<file path="src/rtl/core/dtb_pkg.sv">
`timescale 1ns / 1ps
// ----------------------------------------------------------------------------
// dtb_pkg
// Shared types, character codes and float constants for the decimal text to
// binary32 converter.
// ----------------------------------------------------------------------------
package dtb_pkg;

  localparam int COUNT_SAT_DEF   = 16383;
  localparam int SCALE_CLAMP_DEF = 255;

  // exponent width used inside the arithmetic unit (signed)
  localparam int EXP_W = 10;

  localparam logic [7:0] CH_NUL   = 8'h00;
  localparam logic [7:0] CH_PLUS  = 8'h2B;
  localparam logic [7:0] CH_MINUS = 8'h2D;
  localparam logic [7:0] CH_DOT   = 8'h2E;
  localparam logic [7:0] CH_E_UP  = 8'h45;
  localparam logic [7:0] CH_E_LO  = 8'h65;

  localparam logic [31:0] F32_ZERO = 32'h0000_0000;
  localparam logic [31:0] F32_INF  = 32'h7F80_0000;

  // significand of the binary64 constant 0.1; value is P1_SIG * 2^-56
  localparam logic [52:0] P1_SIG = 53'h1999999999999A;

  typedef enum logic [2:0] {
    PH_START,
    PH_INT,
    PH_FRAC,
    PH_EXPSTART,
    PH_EXPDIG,
    PH_IGNORE
  } phase_t;

  typedef enum logic [2:0] {
    TS_IDLE,
    TS_DIGIT,
    TS_SCALE,
    TS_SWAIT,
    TS_EMIT
  } top_state_t;

  typedef enum logic [2:0] {
    FS_IDLE,
    FS_NORM,
    FS_MUL0,
    FS_MUL1,
    FS_ALIGN,
    FS_RND53,
    FS_RND24,
    FS_DONE
  } fpu_state_t;

  // MAC10: a*10 + digit; MULP1: a * 0.1 (binary64 constant)
  typedef enum logic {
    FOP_MAC10,
    FOP_MULP1
  } fop_t;

  typedef struct packed {
    logic        start;
    fop_t        op;
    logic [31:0] a;
    logic [3:0]  digit;
  } fpu_req_t;

  typedef struct packed {
    logic        done;
    logic [31:0] res;
  } fpu_rsp_t;

  function automatic logic [31:0] digit_to_f32(input logic [3:0] d);
    logic [31:0] r;
    case (d)
      4'd1:    r = 32'h3F80_0000;
      4'd2:    r = 32'h4000_0000;
      4'd3:    r = 32'h4040_0000;
      4'd4:    r = 32'h4080_0000;
      4'd5:    r = 32'h40A0_0000;
      4'd6:    r = 32'h40C0_0000;
      4'd7:    r = 32'h40E0_0000;
      4'd8:    r = 32'h4100_0000;
      4'd9:    r = 32'h4110_0000;
      default: r = F32_ZERO;
    endcase
    return r;
  endfunction

endpackage

</file>
<file path="src/rtl/core/dtb_fpu.sv">
`timescale 1ns / 1ps
// ----------------------------------------------------------------------------
// dtb_fpu
// Shared multi-cycle float unit: a*10+digit or a*0.1, formed exactly, rounded
// to binary64 and then to binary32 (subnormals, overflow to infinity).
// ----------------------------------------------------------------------------
module dtb_fpu import dtb_pkg::*; (
  input  logic     clk,
  input  logic     rst,
  input  fpu_req_t req,
  output fpu_rsp_t rsp
);

  localparam int W_W  = 97;
  localparam int DV_W = 137;

  localparam logic signed [EXP_W-1:0] EA_SUB     = EXP_W'(-149);
  localparam logic signed [EXP_W-1:0] EA_BIAS    = EXP_W'(150);
  localparam logic signed [EXP_W-1:0] DV_OFS     = EXP_W'(108);
  localparam logic signed [EXP_W-1:0] MAC_OFS    = EXP_W'(68);
  localparam logic signed [EXP_W-1:0] P1_OFS     = EXP_W'(76);
  localparam logic signed [EXP_W-1:0] X_MIN_NORM = EXP_W'(-126);
  localparam logic signed [EXP_W-1:0] X_BIAS     = EXP_W'(127);
  localparam logic signed [EXP_W-1:0] X_EMAX     = EXP_W'(255);
  localparam logic signed [EXP_W-1:0] SUB_OFS    = EXP_W'(-97);
  localparam logic signed [EXP_W-1:0] SH_MAX     = EXP_W'(63);

  fpu_state_t state, state_next;

  fop_t                     op;
  logic [23:0]              m;
  logic signed [EXP_W-1:0]  ea;
  logic [3:0]               dig;
  logic [50:0]              mhi;
  logic [50:0]              mlo;
  logic [W_W-1:0]           w;
  logic                     wst;
  logic signed [EXP_W-1:0]  bexp;
  logic [52:0]              dsig;
  logic signed [EXP_W-1:0]  xexp;
  logic [31:0]              res;

  // operand decode
  logic [7:0]  a_exp;
  logic [22:0] a_frac;
  assign a_exp  = req.a[30:23];
  assign a_frac = req.a[22:0];

  // shared multiplier
  logic [26:0] mul_b;
  logic [50:0] mul_p;
  always_comb begin
    if (state == FS_MUL1) begin
      mul_b = {1'b0, P1_SIG[25:0]};
    end else if (op == FOP_MULP1) begin
      mul_b = P1_SIG[52:26];
    end else begin
      mul_b = 27'd10;
    end
  end
  assign mul_p = {27'b0, m} * {24'b0, mul_b};

  // alignment of the digit against the product
  logic signed [EXP_W-1:0] dv_amt_s;
  logic [DV_W-1:0]         dvec;
  logic [W_W-1:0]          w_mac;
  logic [76:0]             prod;
  assign dv_amt_s = DV_OFS - ea;
  assign dvec     = {{(DV_W-4){1'b0}}, dig} << dv_amt_s[8:0];
  assign w_mac    = {1'b0, mhi[27:0], 68'b0} + dvec[DV_W-1:40];
  assign prod     = {mhi, 26'b0} + {26'b0, mlo};

  // round to binary64
  logic [W_W-1:0]          wn;
  logic signed [EXP_W-1:0] lead;
  logic [53:0]             sum54;
  logic                    up53;
  always_comb begin
    if (w[96]) begin
      wn   = w;
      lead = EXP_W'(96);
    end else if (w[95]) begin
      wn   = {w[95:0], 1'b0};
      lead = EXP_W'(95);
    end else begin
      wn   = {w[94:0], 2'b0};
      lead = EXP_W'(94);
    end
    up53  = wn[43] & ((|wn[42:0]) | wst | wn[44]);
    sum54 = {1'b0, wn[96:44]} + 54'(up53);
  end

  // round to binary32
  logic signed [EXP_W-1:0] expf;
  logic signed [EXP_W-1:0] sh_s;
  logic [5:0]              sh;
  logic [116:0]            dx;
  logic                    up24;
  logic [31:0]             res24;
  always_comb begin
    expf  = xexp + X_BIAS;
    sh_s  = SUB_OFS - xexp;
    sh    = (sh_s > SH_MAX) ? 6'd63 : sh_s[5:0];
    dx    = {dsig, 64'b0} >> sh;
    up24  = 1'b0;
    res24 = F32_ZERO;
    if (xexp >= X_MIN_NORM) begin
      if (expf >= X_EMAX) begin
        res24 = F32_INF;
      end else begin
        up24  = dsig[28] & ((|dsig[27:0]) | dsig[29]);
        res24 = {1'b0, expf[7:0], dsig[51:29]} + 32'(up24);
      end
    end else begin
      // carry out of the fraction lands in the exponent field as min normal
      up24  = dx[63] & ((|dx[62:0]) | dx[64]);
      res24 = {9'b0, dx[86:64]} + 32'(up24);
    end
  end

  always_ff @(posedge clk) begin
    if (rst) begin
      state <= FS_IDLE;
    end else begin
      state <= state_next;
    end
  end

  always_comb begin
    state_next = state;
    rsp.done   = 1'b0;
    rsp.res    = res;
    case (state)
      FS_IDLE: begin
        if (req.start) begin
          if (a_exp == 8'hFF || (a_exp == 8'h00 && a_frac == 23'd0)) begin
            state_next = FS_DONE;
          end else if (a_exp == 8'h00) begin
            state_next = FS_NORM;
          end else begin
            state_next = FS_MUL0;
          end
        end
      end
      FS_NORM: begin
        if (m[23]) begin
          state_next = FS_MUL0;
        end
      end
      FS_MUL0:  state_next = (op == FOP_MULP1) ? FS_MUL1 : FS_ALIGN;
      FS_MUL1:  state_next = FS_ALIGN;
      FS_ALIGN: state_next = FS_RND53;
      FS_RND53: state_next = FS_RND24;
      FS_RND24: state_next = FS_DONE;
      FS_DONE: begin
        rsp.done   = 1'b1;
        state_next = FS_IDLE;
      end
      default:  state_next = FS_IDLE;
    endcase
  end

  always_ff @(posedge clk) begin
    case (state)
      FS_IDLE: begin
        op  <= req.op;
        dig <= req.digit;
        if (a_exp == 8'hFF) begin
          res <= F32_INF;
        end else if (a_exp == 8'h00 && a_frac == 23'd0) begin
          res <= (req.op == FOP_MAC10) ? digit_to_f32(req.digit) : F32_ZERO;
        end
        if (a_exp == 8'h00) begin
          m  <= {1'b0, a_frac};
          ea <= EA_SUB;
        end else begin
          m  <= {1'b1, a_frac};
          ea <= EXP_W'({2'b0, a_exp}) - EA_BIAS;
        end
      end
      FS_NORM: begin
        // shift a subnormal up to a leading one
        if (!m[23]) begin
          m  <= {m[22:0], 1'b0};
          ea <= ea - EXP_W'(1);
        end
      end
      FS_MUL0: mhi <= mul_p;
      FS_MUL1: mlo <= mul_p;
      FS_ALIGN: begin
        if (op == FOP_MULP1) begin
          w    <= {prod, 20'b0};
          wst  <= 1'b0;
          bexp <= ea - P1_OFS;
        end else begin
          w    <= w_mac;
          wst  <= |dvec[39:0];
          bexp <= ea - MAC_OFS;
        end
      end
      FS_RND53: begin
        if (sum54[53]) begin
          dsig <= sum54[53:1];
          xexp <= bexp + lead + EXP_W'(1);
        end else begin
          dsig <= sum54[52:0];
          xexp <= bexp + lead;
        end
      end
      FS_RND24: res <= res24;
      default: ;
    endcase
  end

endmodule

</file>
<file path="src/rtl/core/decimal_text_to_binary32_core.sv">
`timescale 1ns / 1ps
// ----------------------------------------------------------------------------
// decimal_text_to_binary32_core
// Parses a NUL-terminated decimal string, one character per transfer, and
// returns the binary32 bit pattern of the number.
// ----------------------------------------------------------------------------
//  channel   | handshake                 | payload
//  ----------+---------------------------+-----------------------------------
//  input     | ch_valid / ch_ready       | ch [7:0]
//  output    | value_valid / value_ready | value_bits [31:0]
//
//  A non-digit character needs no float unit pass. A digit takes the transfer
//  plus one pass through the shared float unit (normalize a subnormal,
//  multiply, align, two rounding steps, done; zero goes straight to done).
//  The NUL takes one unit pass per scale step, a times-0.1 step with a second
//  multiply, up to SCALE_CLAMP steps, ending early at a zero or infinite value.
//  Synchronous reset returns the parser to the start of a string.
//  A result waiting on value_ready holds the next NUL at its emit step.
// ----------------------------------------------------------------------------
module decimal_text_to_binary32_core import dtb_pkg::*; #(
  parameter int COUNT_SAT   = COUNT_SAT_DEF,
  parameter int SCALE_CLAMP = SCALE_CLAMP_DEF
) (
  input  logic        clk,
  input  logic        rst,
  input  logic        ch_valid,
  output logic        ch_ready,
  input  logic [7:0]  ch,
  output logic        value_valid,
  input  logic        value_ready,
  output logic [31:0] value_bits
);

  localparam int CW  = $clog2(COUNT_SAT + 1);
  localparam int SW  = $clog2(SCALE_CLAMP + 1);
  localparam int SDW = ((CW > SW) ? CW : SW) + 2;
  localparam logic [CW-1:0]         CNT_MAX = CW'(COUNT_SAT);
  localparam logic signed [SDW-1:0] S_HI    = SDW'(SCALE_CLAMP);
  localparam logic signed [SDW-1:0] S_LO    = SDW'(-SCALE_CLAMP);

  top_state_t    state, state_next;
  phase_t        phase, phase_next;
  logic [31:0]   acc, acc_next;
  logic          negative, negative_next;
  logic [CW-1:0] frac_cnt, frac_cnt_next;
  logic [CW-1:0] exp_dig, exp_dig_next;
  logic          exp_neg, exp_neg_next;
  logic          scale_neg, scale_neg_next;
  logic [SW-1:0] scale_cnt, scale_cnt_next;
  logic          value_valid_next;
  logic [31:0]   value_bits_next;

  fpu_req_t fpu_req;
  fpu_rsp_t fpu_rsp;

  dtb_fpu u_fpu (
    .clk (clk),
    .rst (rst),
    .req (fpu_req),
    .rsp (fpu_rsp)
  );

  logic            accept;
  logic            is_dig;
  logic [3:0]      dval;
  logic [CW+3:0]   exp_v;
  logic [CW-1:0]   exp_sat;
  logic signed [SDW-1:0] s_exp, s_raw, s_cl, s_mag;

  assign accept = ch_valid & ch_ready;
  assign is_dig = ch inside {[8'h30:8'h39]};
  assign dval   = ch[3:0];

  always_comb begin
    exp_v   = ({4'b0, exp_dig} << 3) + ({4'b0, exp_dig} << 1) + (CW+4)'(dval);
    exp_sat = (exp_v > (CW+4)'(COUNT_SAT)) ? CNT_MAX : exp_v[CW-1:0];
    s_exp   = $signed(SDW'(exp_dig));
    if (exp_neg) begin
      s_exp = -s_exp;
    end
    s_raw = s_exp - $signed(SDW'(frac_cnt));
    if (s_raw > S_HI) begin
      s_cl = S_HI;
    end else if (s_raw < S_LO) begin
      s_cl = S_LO;
    end else begin
      s_cl = s_raw;
    end
    s_mag = (s_cl < 0) ? -s_cl : s_cl;
  end

  always_ff @(posedge clk) begin
    if (rst) begin
      state       <= TS_IDLE;
      phase       <= PH_START;
      acc         <= F32_ZERO;
      negative    <= 1'b0;
      frac_cnt    <= '0;
      exp_dig     <= '0;
      exp_neg     <= 1'b0;
      scale_neg   <= 1'b0;
      scale_cnt   <= '0;
      value_valid <= 1'b0;
    end else begin
      state       <= state_next;
      phase       <= phase_next;
      acc         <= acc_next;
      negative    <= negative_next;
      frac_cnt    <= frac_cnt_next;
      exp_dig     <= exp_dig_next;
      exp_neg     <= exp_neg_next;
      scale_neg   <= scale_neg_next;
      scale_cnt   <= scale_cnt_next;
      value_valid <= value_valid_next;
    end
  end

  always_ff @(posedge clk) begin
    value_bits <= value_bits_next;
  end

  always_comb begin
    state_next       = state;
    phase_next       = phase;
    acc_next         = acc;
    negative_next    = negative;
    frac_cnt_next    = frac_cnt;
    exp_dig_next     = exp_dig;
    exp_neg_next     = exp_neg;
    scale_neg_next   = scale_neg;
    scale_cnt_next   = scale_cnt;
    value_bits_next  = value_bits;
    value_valid_next = value_valid & ~value_ready;
    ch_ready         = 1'b0;
    fpu_req.start    = 1'b0;
    fpu_req.op       = FOP_MAC10;
    fpu_req.a        = acc;
    fpu_req.digit    = dval;

    case (state)
      TS_IDLE: begin
        ch_ready = 1'b1;
        if (accept) begin
          if (ch == CH_NUL) begin
            scale_neg_next = (s_cl < 0);
            scale_cnt_next = s_mag[SW-1:0];
            state_next     = TS_SCALE;
          end else begin
            case (phase)
              PH_START, PH_INT: begin
                if (phase == PH_START && ch == CH_MINUS) begin
                  negative_next = 1'b1;
                  phase_next    = PH_INT;
                end else if (is_dig) begin
                  fpu_req.start = 1'b1;
                  phase_next    = PH_INT;
                  state_next    = TS_DIGIT;
                end else if (ch == CH_DOT) begin
                  phase_next = PH_FRAC;
                end else if (ch == CH_E_LO || ch == CH_E_UP) begin
                  phase_next = PH_EXPSTART;
                end else begin
                  phase_next = PH_IGNORE;
                end
              end
              PH_FRAC: begin
                if (is_dig) begin
                  fpu_req.start = 1'b1;
                  state_next    = TS_DIGIT;
                  if (frac_cnt < CNT_MAX) begin
                    frac_cnt_next = frac_cnt + CW'(1);
                  end
                end else if (ch == CH_E_LO || ch == CH_E_UP) begin
                  phase_next = PH_EXPSTART;
                end else begin
                  phase_next = PH_IGNORE;
                end
              end
              PH_EXPSTART: begin
                if (ch == CH_PLUS) begin
                  phase_next = PH_EXPDIG;
                end else if (ch == CH_MINUS) begin
                  exp_neg_next = 1'b1;
                  phase_next   = PH_EXPDIG;
                end else if (is_dig) begin
                  exp_dig_next = exp_sat;
                  phase_next   = PH_EXPDIG;
                end else begin
                  phase_next = PH_IGNORE;
                end
              end
              PH_EXPDIG: begin
                if (is_dig) begin
                  exp_dig_next = exp_sat;
                end else begin
                  phase_next = PH_IGNORE;
                end
              end
              default: phase_next = PH_IGNORE;
            endcase
          end
        end
      end
      TS_DIGIT: begin
        if (fpu_rsp.done) begin
          acc_next   = fpu_rsp.res;
          state_next = TS_IDLE;
        end
      end
      TS_SCALE: begin
        // zero and infinity are fixed points of both scale steps
        if (scale_cnt == '0 || acc == F32_ZERO || acc[30:23] == 8'hFF) begin
          state_next = TS_EMIT;
        end else begin
          fpu_req.start  = 1'b1;
          fpu_req.op     = scale_neg ? FOP_MULP1 : FOP_MAC10;
          fpu_req.digit  = 4'd0;
          scale_cnt_next = scale_cnt - SW'(1);
          state_next     = TS_SWAIT;
        end
      end
      TS_SWAIT: begin
        if (fpu_rsp.done) begin
          acc_next   = fpu_rsp.res;
          state_next = TS_SCALE;
        end
      end
      TS_EMIT: begin
        if (!value_valid || value_ready) begin
          value_bits_next  = acc ^ {negative, 31'b0};
          value_valid_next = 1'b1;
          phase_next       = PH_START;
          acc_next         = F32_ZERO;
          negative_next    = 1'b0;
          frac_cnt_next    = '0;
          exp_dig_next     = '0;
          exp_neg_next     = 1'b0;
          state_next       = TS_IDLE;
        end
      end
      default: state_next = TS_IDLE;
    endcase
  end

endmodule

</file>
<file path="config.mk">
export PLATFORM = sky130hd
export DESIGN_NAME = decimal_text_to_binary32_core
export DESIGN_NICKNAME = d
export VERILOG_FILES = /design/src/rtl/core/dtb_pkg.sv /design/src/rtl/core/dtb_fpu.sv /design/src/rtl/core/decimal_text_to_binary32_core.sv
export SDC_FILE = /design/constraint.sdc
export NUM_CORES = 2
export LEC_CHECK = 0
export BUFFER_PORTS_ARGS = -buffer_cell sky130_fd_sc_hd__buf_2
export CELL_PAD_IN_SITES_DETAIL_PLACEMENT = 1
export CELL_PAD_IN_SITES_GLOBAL_PLACEMENT = 1
export CORE_MARGIN = 2
export CORE_UTILIZATION = 46
export CTS_CLUSTER_DIAMETER = 30
export DETAILED_ROUTE_END_ITERATION = 10
export MAX_ROUTING_LAYER = met4
export PLACE_DENSITY_LB_ADDON = 0.25
export RECOVER_POWER = 25
export SYNTH_ARGS = -nofsm -noshare
export SYNTH_HDL_FRONTEND = slang
export SYNTH_SLANG_ARGS = --single-unit
</file>
<file path="constraint.sdc">
create_clock -name clk -period 9.38 [get_ports clk]
set_input_delay 1.876 -clock clk [delete_from_list [all_inputs] [get_ports clk]]
set_output_delay 1.876 -clock clk [all_outputs]
set_load 0.02 [all_outputs]
</file>
Word level (Yosys, flattened, before mapping)
Memory sizes are Yosys's and may differ from the RTL's.
Cells that the tools add are included.
W data, S select, Z words.

operators by class
  bitwise operators = 11
  multiply operators = 1
  shifts and indexed selects = 2
  magnitude comparators = 10
  reduce and logical (&&, ||, !) cells = 41
  eq/ne operators = 48
  add/sub/neg operators = 21
  muxes and demuxes = 105

operators with widths
  kind               count
  $mux W97           3
  $mux W32           7
  $mux W14           12
  $shl A4 B9 Y137    1
  $pmux W32 S2       2
  $shr A117 B6 Y87   1
  $add A96 B97 Y97   1
  $pmux W14 S2       3
  $add A77 B51 Y77   1
  $reduce_or A63 Y1  1
  $mux W3            20
  $add A53 B1 Y54    1
  $mux W27           2
  $mux W52           1
  $mul A24 B27 Y51   1
  $mux W10           5
  $mux W16           3
  $mux W24           2
  $pmux W24 S2       1
  $reduce_or A43 Y1  1
  $reduce_or A40 Y1  1
  $add A31 B1 Y32    1
  $logic_not A32 Y1  1
  $mux W8            4
  68 further kinds   163

word-level totals
  memories kept = 1
  logic and storage cells = 267
  bits of input ports = 12
  output and inout bits = 34
  flip-flop bits (word level) = 457
  bits in read-only memories = 176

memories
  memory            words  width  rd ports  clocked after memory_dff  wr ports  RTL line       source
  (name not given)  16     11     1         0                         0         dtb_pkg.sv:76  case (d)

Depth between registers and ports, before layout
  depth in word-level cells = 11
  gate-level depth with buffers = 33
  gate-level depth less buffers = 31

Cells and area by module
A second synthesis with hierarchy kept.

second synthesis, totals
  cells, all modules = 4,985
  area, all modules = 45,028.2 um^2

by module, submodules not included
  module                         cells each  area an instance (um^2)  instances
  dtb_fpu                        4,192       38,296.7                 1
  decimal_text_to_binary32_core  793         6,731.5                  1

Worst setup path after synthesis
No wires, ideal clock.

  kind = reg-to-reg
  start point = register u_fpu.state[1]
  end point = register u_fpu.mhi[45] (data pin)
  setup time = 0.266 ns
  path slack = -0.165 ns
  clock period less this slack = 9.545 ns
  cell stages (with the launch flop) = 30
  data arrival time = 9.279 ns
  cells stage by stage = dfxtp_1 -> clkbuf_1 -> nand2_1 -> nor2_1 -> clkbuf_1 -> nand2_1 -> fa_1 -> inv_1 -> fa_1 -> fa_1 -> inv_1 -> fa_1 -> inv_1 -> fa_1 -> fa_1 -> inv_1 -> fa_1 -> inv_1 -> ha_1 -> o21ai_0 -> a21oi_1 -> a32oi_1 -> a21oi_1 -> a221oi_1 -> a21oi_1 -> a31o_2 -> a41o_1 -> o31ai_1 -> o21bai_1 -> xor2_1

between the ends
  word-level cells in the longest chain between the ends = 3

RTL lines
  item                       RTL line        source
  start: declaration         dtb_fpu.sv:28   fpu_state_t state, state_next;
  start signal: assignment   dtb_fpu.sv:125  state <= state_next;
  $eq A3 B2 Y1               dtb_fpu.sv:53   if (state == FS_MUL1) begin
  $mux W27                   dtb_fpu.sv:53
  $mul A24 B27 Y51           dtb_fpu.sv:61   assign mul_p = {27'b0, m} * {24'b0, mul_b};
  named net u_fpu.mul_p[45]  dtb_fpu.sv:51   logic [50:0] mul_p;
  end signal: assignment     dtb_fpu.sv:188  FS_MUL0: mhi <= mul_p;
  end: declaration           dtb_fpu.sv:34   logic [50:0] mhi;

The timed path passes the listed nets, and every way through them passes these cells.
A chain may end at the register's enable or synchronous reset.

Worst setup path after layout
  start point = register u_fpu.state[1]
  end point = register u_fpu.mhi[49] (data pin)

The elaborated chain is that of the path after synthesis.

==> impl_metrics.tcl <==
set metrics [dict create \
    hold_end "scale_neg" \
    cts_buffers 107 \
    r2r-start "u_fpu.state[1]" \
    reg2reg_depth 27 \
    muxShareOfSynthArea_pct 3.28 \
    drv_slew 339 \
    drt-total-wl_um 164000 \
    slew-limit-headroom_pct -154 \
    holdWs_ns 0.462 \
    fin_area_mm2 0.0496 \
    min_period_ns 8.75 \
    htree_levels 3 \
    syn_inst 4908 \
    hold_violations 0 \
    criticalPathCategory "flop to flop" \
    grt.overflow.total 0 \
    final_util_pct 52.1 \
    startpoint_type "flop" \
    cts_tree "done" \
    drive_gt1_share_pct 7.82 \
    antenna_found_initial 2 \
    final_common_cell "inv_1" \
    fill_cells 10977 \
    yosys.area_share.simple_pct 16.4 \
    via_per_inst 6.14 \
    holdPathStages 2 \
    syn-num-nets 5519 \
    final_cell_mix "inv_1, nor2_1, nand2_1, edfxtp_1, fa_1" \
    drtIter0Drc 3468 \
    post-cts-setup-buffer-count 0 \
    crit_fanout 25 \
    dieArea_mm2 0.0989 \
    synth_area_leaders "edfxtp_1, fa_1, ha_1" \
    fin_skew_ns 0.0440 \
    timing.final.crit_share_pct 93.2 \
    synth_compound_area_share_pct 16.7 \
    setup_viol 0 \
    rsz0062_at_grt "false" \
    synth_top_family_by_area "adder cells" \
    max_freq_ghz 0.114 \
    post_dp_cell_area_mm2 0.0459 \
    pin_count 46 \
    required_ns 9.76 \
    drc_errors 0 \
    hold_class "flop to flop" \
    outcome "complete, but fails checks" \
    rrSetupSlack_ns 0.63 \
    core_area_mm2 0.0953 \
    clock_latency_ns 0.70 \
    areaGrowthSynthToFinish_pct 11.9 \
    path_clk_slew_ns 0.05 \
    async_flop_share_pct 0 \
    gp_congestion 0.979 \
    timing.rr.end "u_fpu.mhi[49]" \
    violations "max-capacitance violations, max-slew violations" \
    hold_start "scale_neg" \
    yosysSeqAreaShare_pct 29.0 \
    wl_per_cell_um 26.1 \
    start_util_pct 46.5 \
    avgSynthCellArea_um2 9.03 \
    first_global_vias 40095 \
    ant_nets 0 \
    max_cap_viol_count 7 \
    grt_max_degree 73 \
    synth_cell_types 99 \
    syn_area_mm2 0.0443 \
    die_height_um 314 \
    synth_top_area_share_pct 25.3 \
    clock_sinks 455 \
    crit_path_end_kind "flop" \
    io_buffers 45 \
    root_buffer "clkbuf_16" \
    hpwl_um 127000 \
    synthAdderAreaFrac_pct 22.0 \
    synth_top_area_cell "edfxtp_1" \
    core.rowCount 113 \
    worst_ep_arrival_time_ns 9.13 \
    grt_usage_pct 34.0 \
    die_w_um 314 \
    yosysWarnings 0 \
    synth_edf_count 374 \
    vias 38572 \
    multi_input_area_mm2 0.0286 \
    fin_setup_tns_ns 0 \
    drt-pass1-iter-count 5 \
    tightest_slew_ns 3.82 \
    grt_pass1_wl_um 249000 \
    cts_buffer_depth 3 \
    ys_seq_elements 455 \
    synth_xor_area_share_pct 5.81 \
    finalNetCount 5531 \
    synthFlopType "edfxtp_1" \
    seqCellArea_mm2 0.0129 \
]
registers in the layout (all words and copies together), names as in the netlist, 3 cells and up:
name	flops
phase	3
u_fpu.w	97
u_fpu.res	32
u_fpu.state	3
frac_cnt	14
u_fpu.bexp	10
u_fpu.dig	4
exp_dig	14
u_fpu.mhi	50
u_fpu.mlo	50
acc	32
u_fpu.xexp	10
u_fpu.ea	10
value_bits	32
u_fpu.dsig	53
u_fpu.m	24
scale_cnt	8
state	3
what timing repair did:
item | CTS | global route
endpoints found under the setup margin | 0 | 4
hold endpoints to repair | 0 | 0
resized for setup | 0 | 1
hold buffers | 0 | 0
critical path, cell delays in order, from the launching register on:
cell and delay [ns]:
dfxtp_1 0.52, nand2_1 0.18, nor2_4 0.11, nor2_1 0.05, buf_4 0.21, and2_1 0.29, fa_1 0.64, inv_1 0.10
fa_1 0.57, fa_1 0.72, fa_1 0.47, fa_1 0.49, inv_1 0.06, fa_1 0.55, inv_1 0.06, fa_1 0.53
inv_1 0.04, ha_1 0.30, a21oi_1 0.28, o21ai_0 0.18, a32oi_1 0.27, a21oi_1 0.10, a221oi_1 0.30, a21oi_1 0.19
a31o_2 0.29, a41o_1 0.27, o21ai_0 0.40, o311ai_0 0.25
per-stage QoR:
stage | cells | worst slack [ns]
final | 6279 | 0.635
after global routing | 6277 | 0.182
after CTS | 6276 | 0.511
after detailed placement | 6076 | 0.640
after global placement | 6076 | 0.750
after floorplan | 4908 | 0.140
cells in the mapped netlist, types with 41 or more instances:
master    instances
nor2b_1          44
fa_1            301
o21ai_0         256
nand4_1          45
dfxtp_1          81
nand3_1         120
nand2_1         412
a211oi_1         42
nand2b_1         53
and2_1           87
nor3_1          109
xnor2_1         184
o22ai_1          49
mux2i_1          99
xor2_1          110
edfxtp_1        374
a22oi_1          89
and3_1           46
nor2_1          420
a21oi_1         295
ha_1            298
inv_1           541
nor4_1           47
mux2_2           41
a21o_1           61
clkbuf_1        139
a31oi_1          52
kinds of logic after synthesis:
| kind of cell | Yosys count |
|---|---|
| and+or+nand+nor | 1516 |
| AOI/OAI and AO/OA | 1143 |
| buffers and inverters | 760 |
| adders and majority gates | 599 |
| DFF | 455 |
| xor gates and xnor gates | 294 |
| muxes | 140 |
| other | 1 |
routing by layer:
layer / track usage (%) / vias to the layer above / part of all wire (%)
met3: 4.34 / 343 / 5.7
met2: 55.4 / 1295 / 48
met1: 43.3 / 19550 / 42
met5: - / - / 0
li1: - / 17384 / -
met4: 13.0 / 0 / 4.2
how the worst max path moves through the flow:
stage                        start       endpoint
finish              u_fpu.state[1]  u_fpu.mhi[49]
floorplan           u_fpu.state[2]  u_fpu.bexp[0]
CTS                 u_fpu.state[1]  u_fpu.mlo[45]
global route        u_fpu.state[1]  u_fpu.mlo[45]
global placement    u_fpu.state[1]  u_fpu.mhi[45]
detailed placement  u_fpu.state[1]  u_fpu.mlo[45]
final cells by class:
cell class,count,area share [%]
multi-input cells,3693,57.6
inverters,544,4.12
flip-flops and latches,455,25.9
clock inverters,82,2.14
clock buffers,118,5.54
well taps,1265,3.19
repair buffers,119,1.53
diodes,3,0.0151
Power is not shown: default switching activity piles up to over one toggle a cycle in this logic, so the estimate is an artifact.
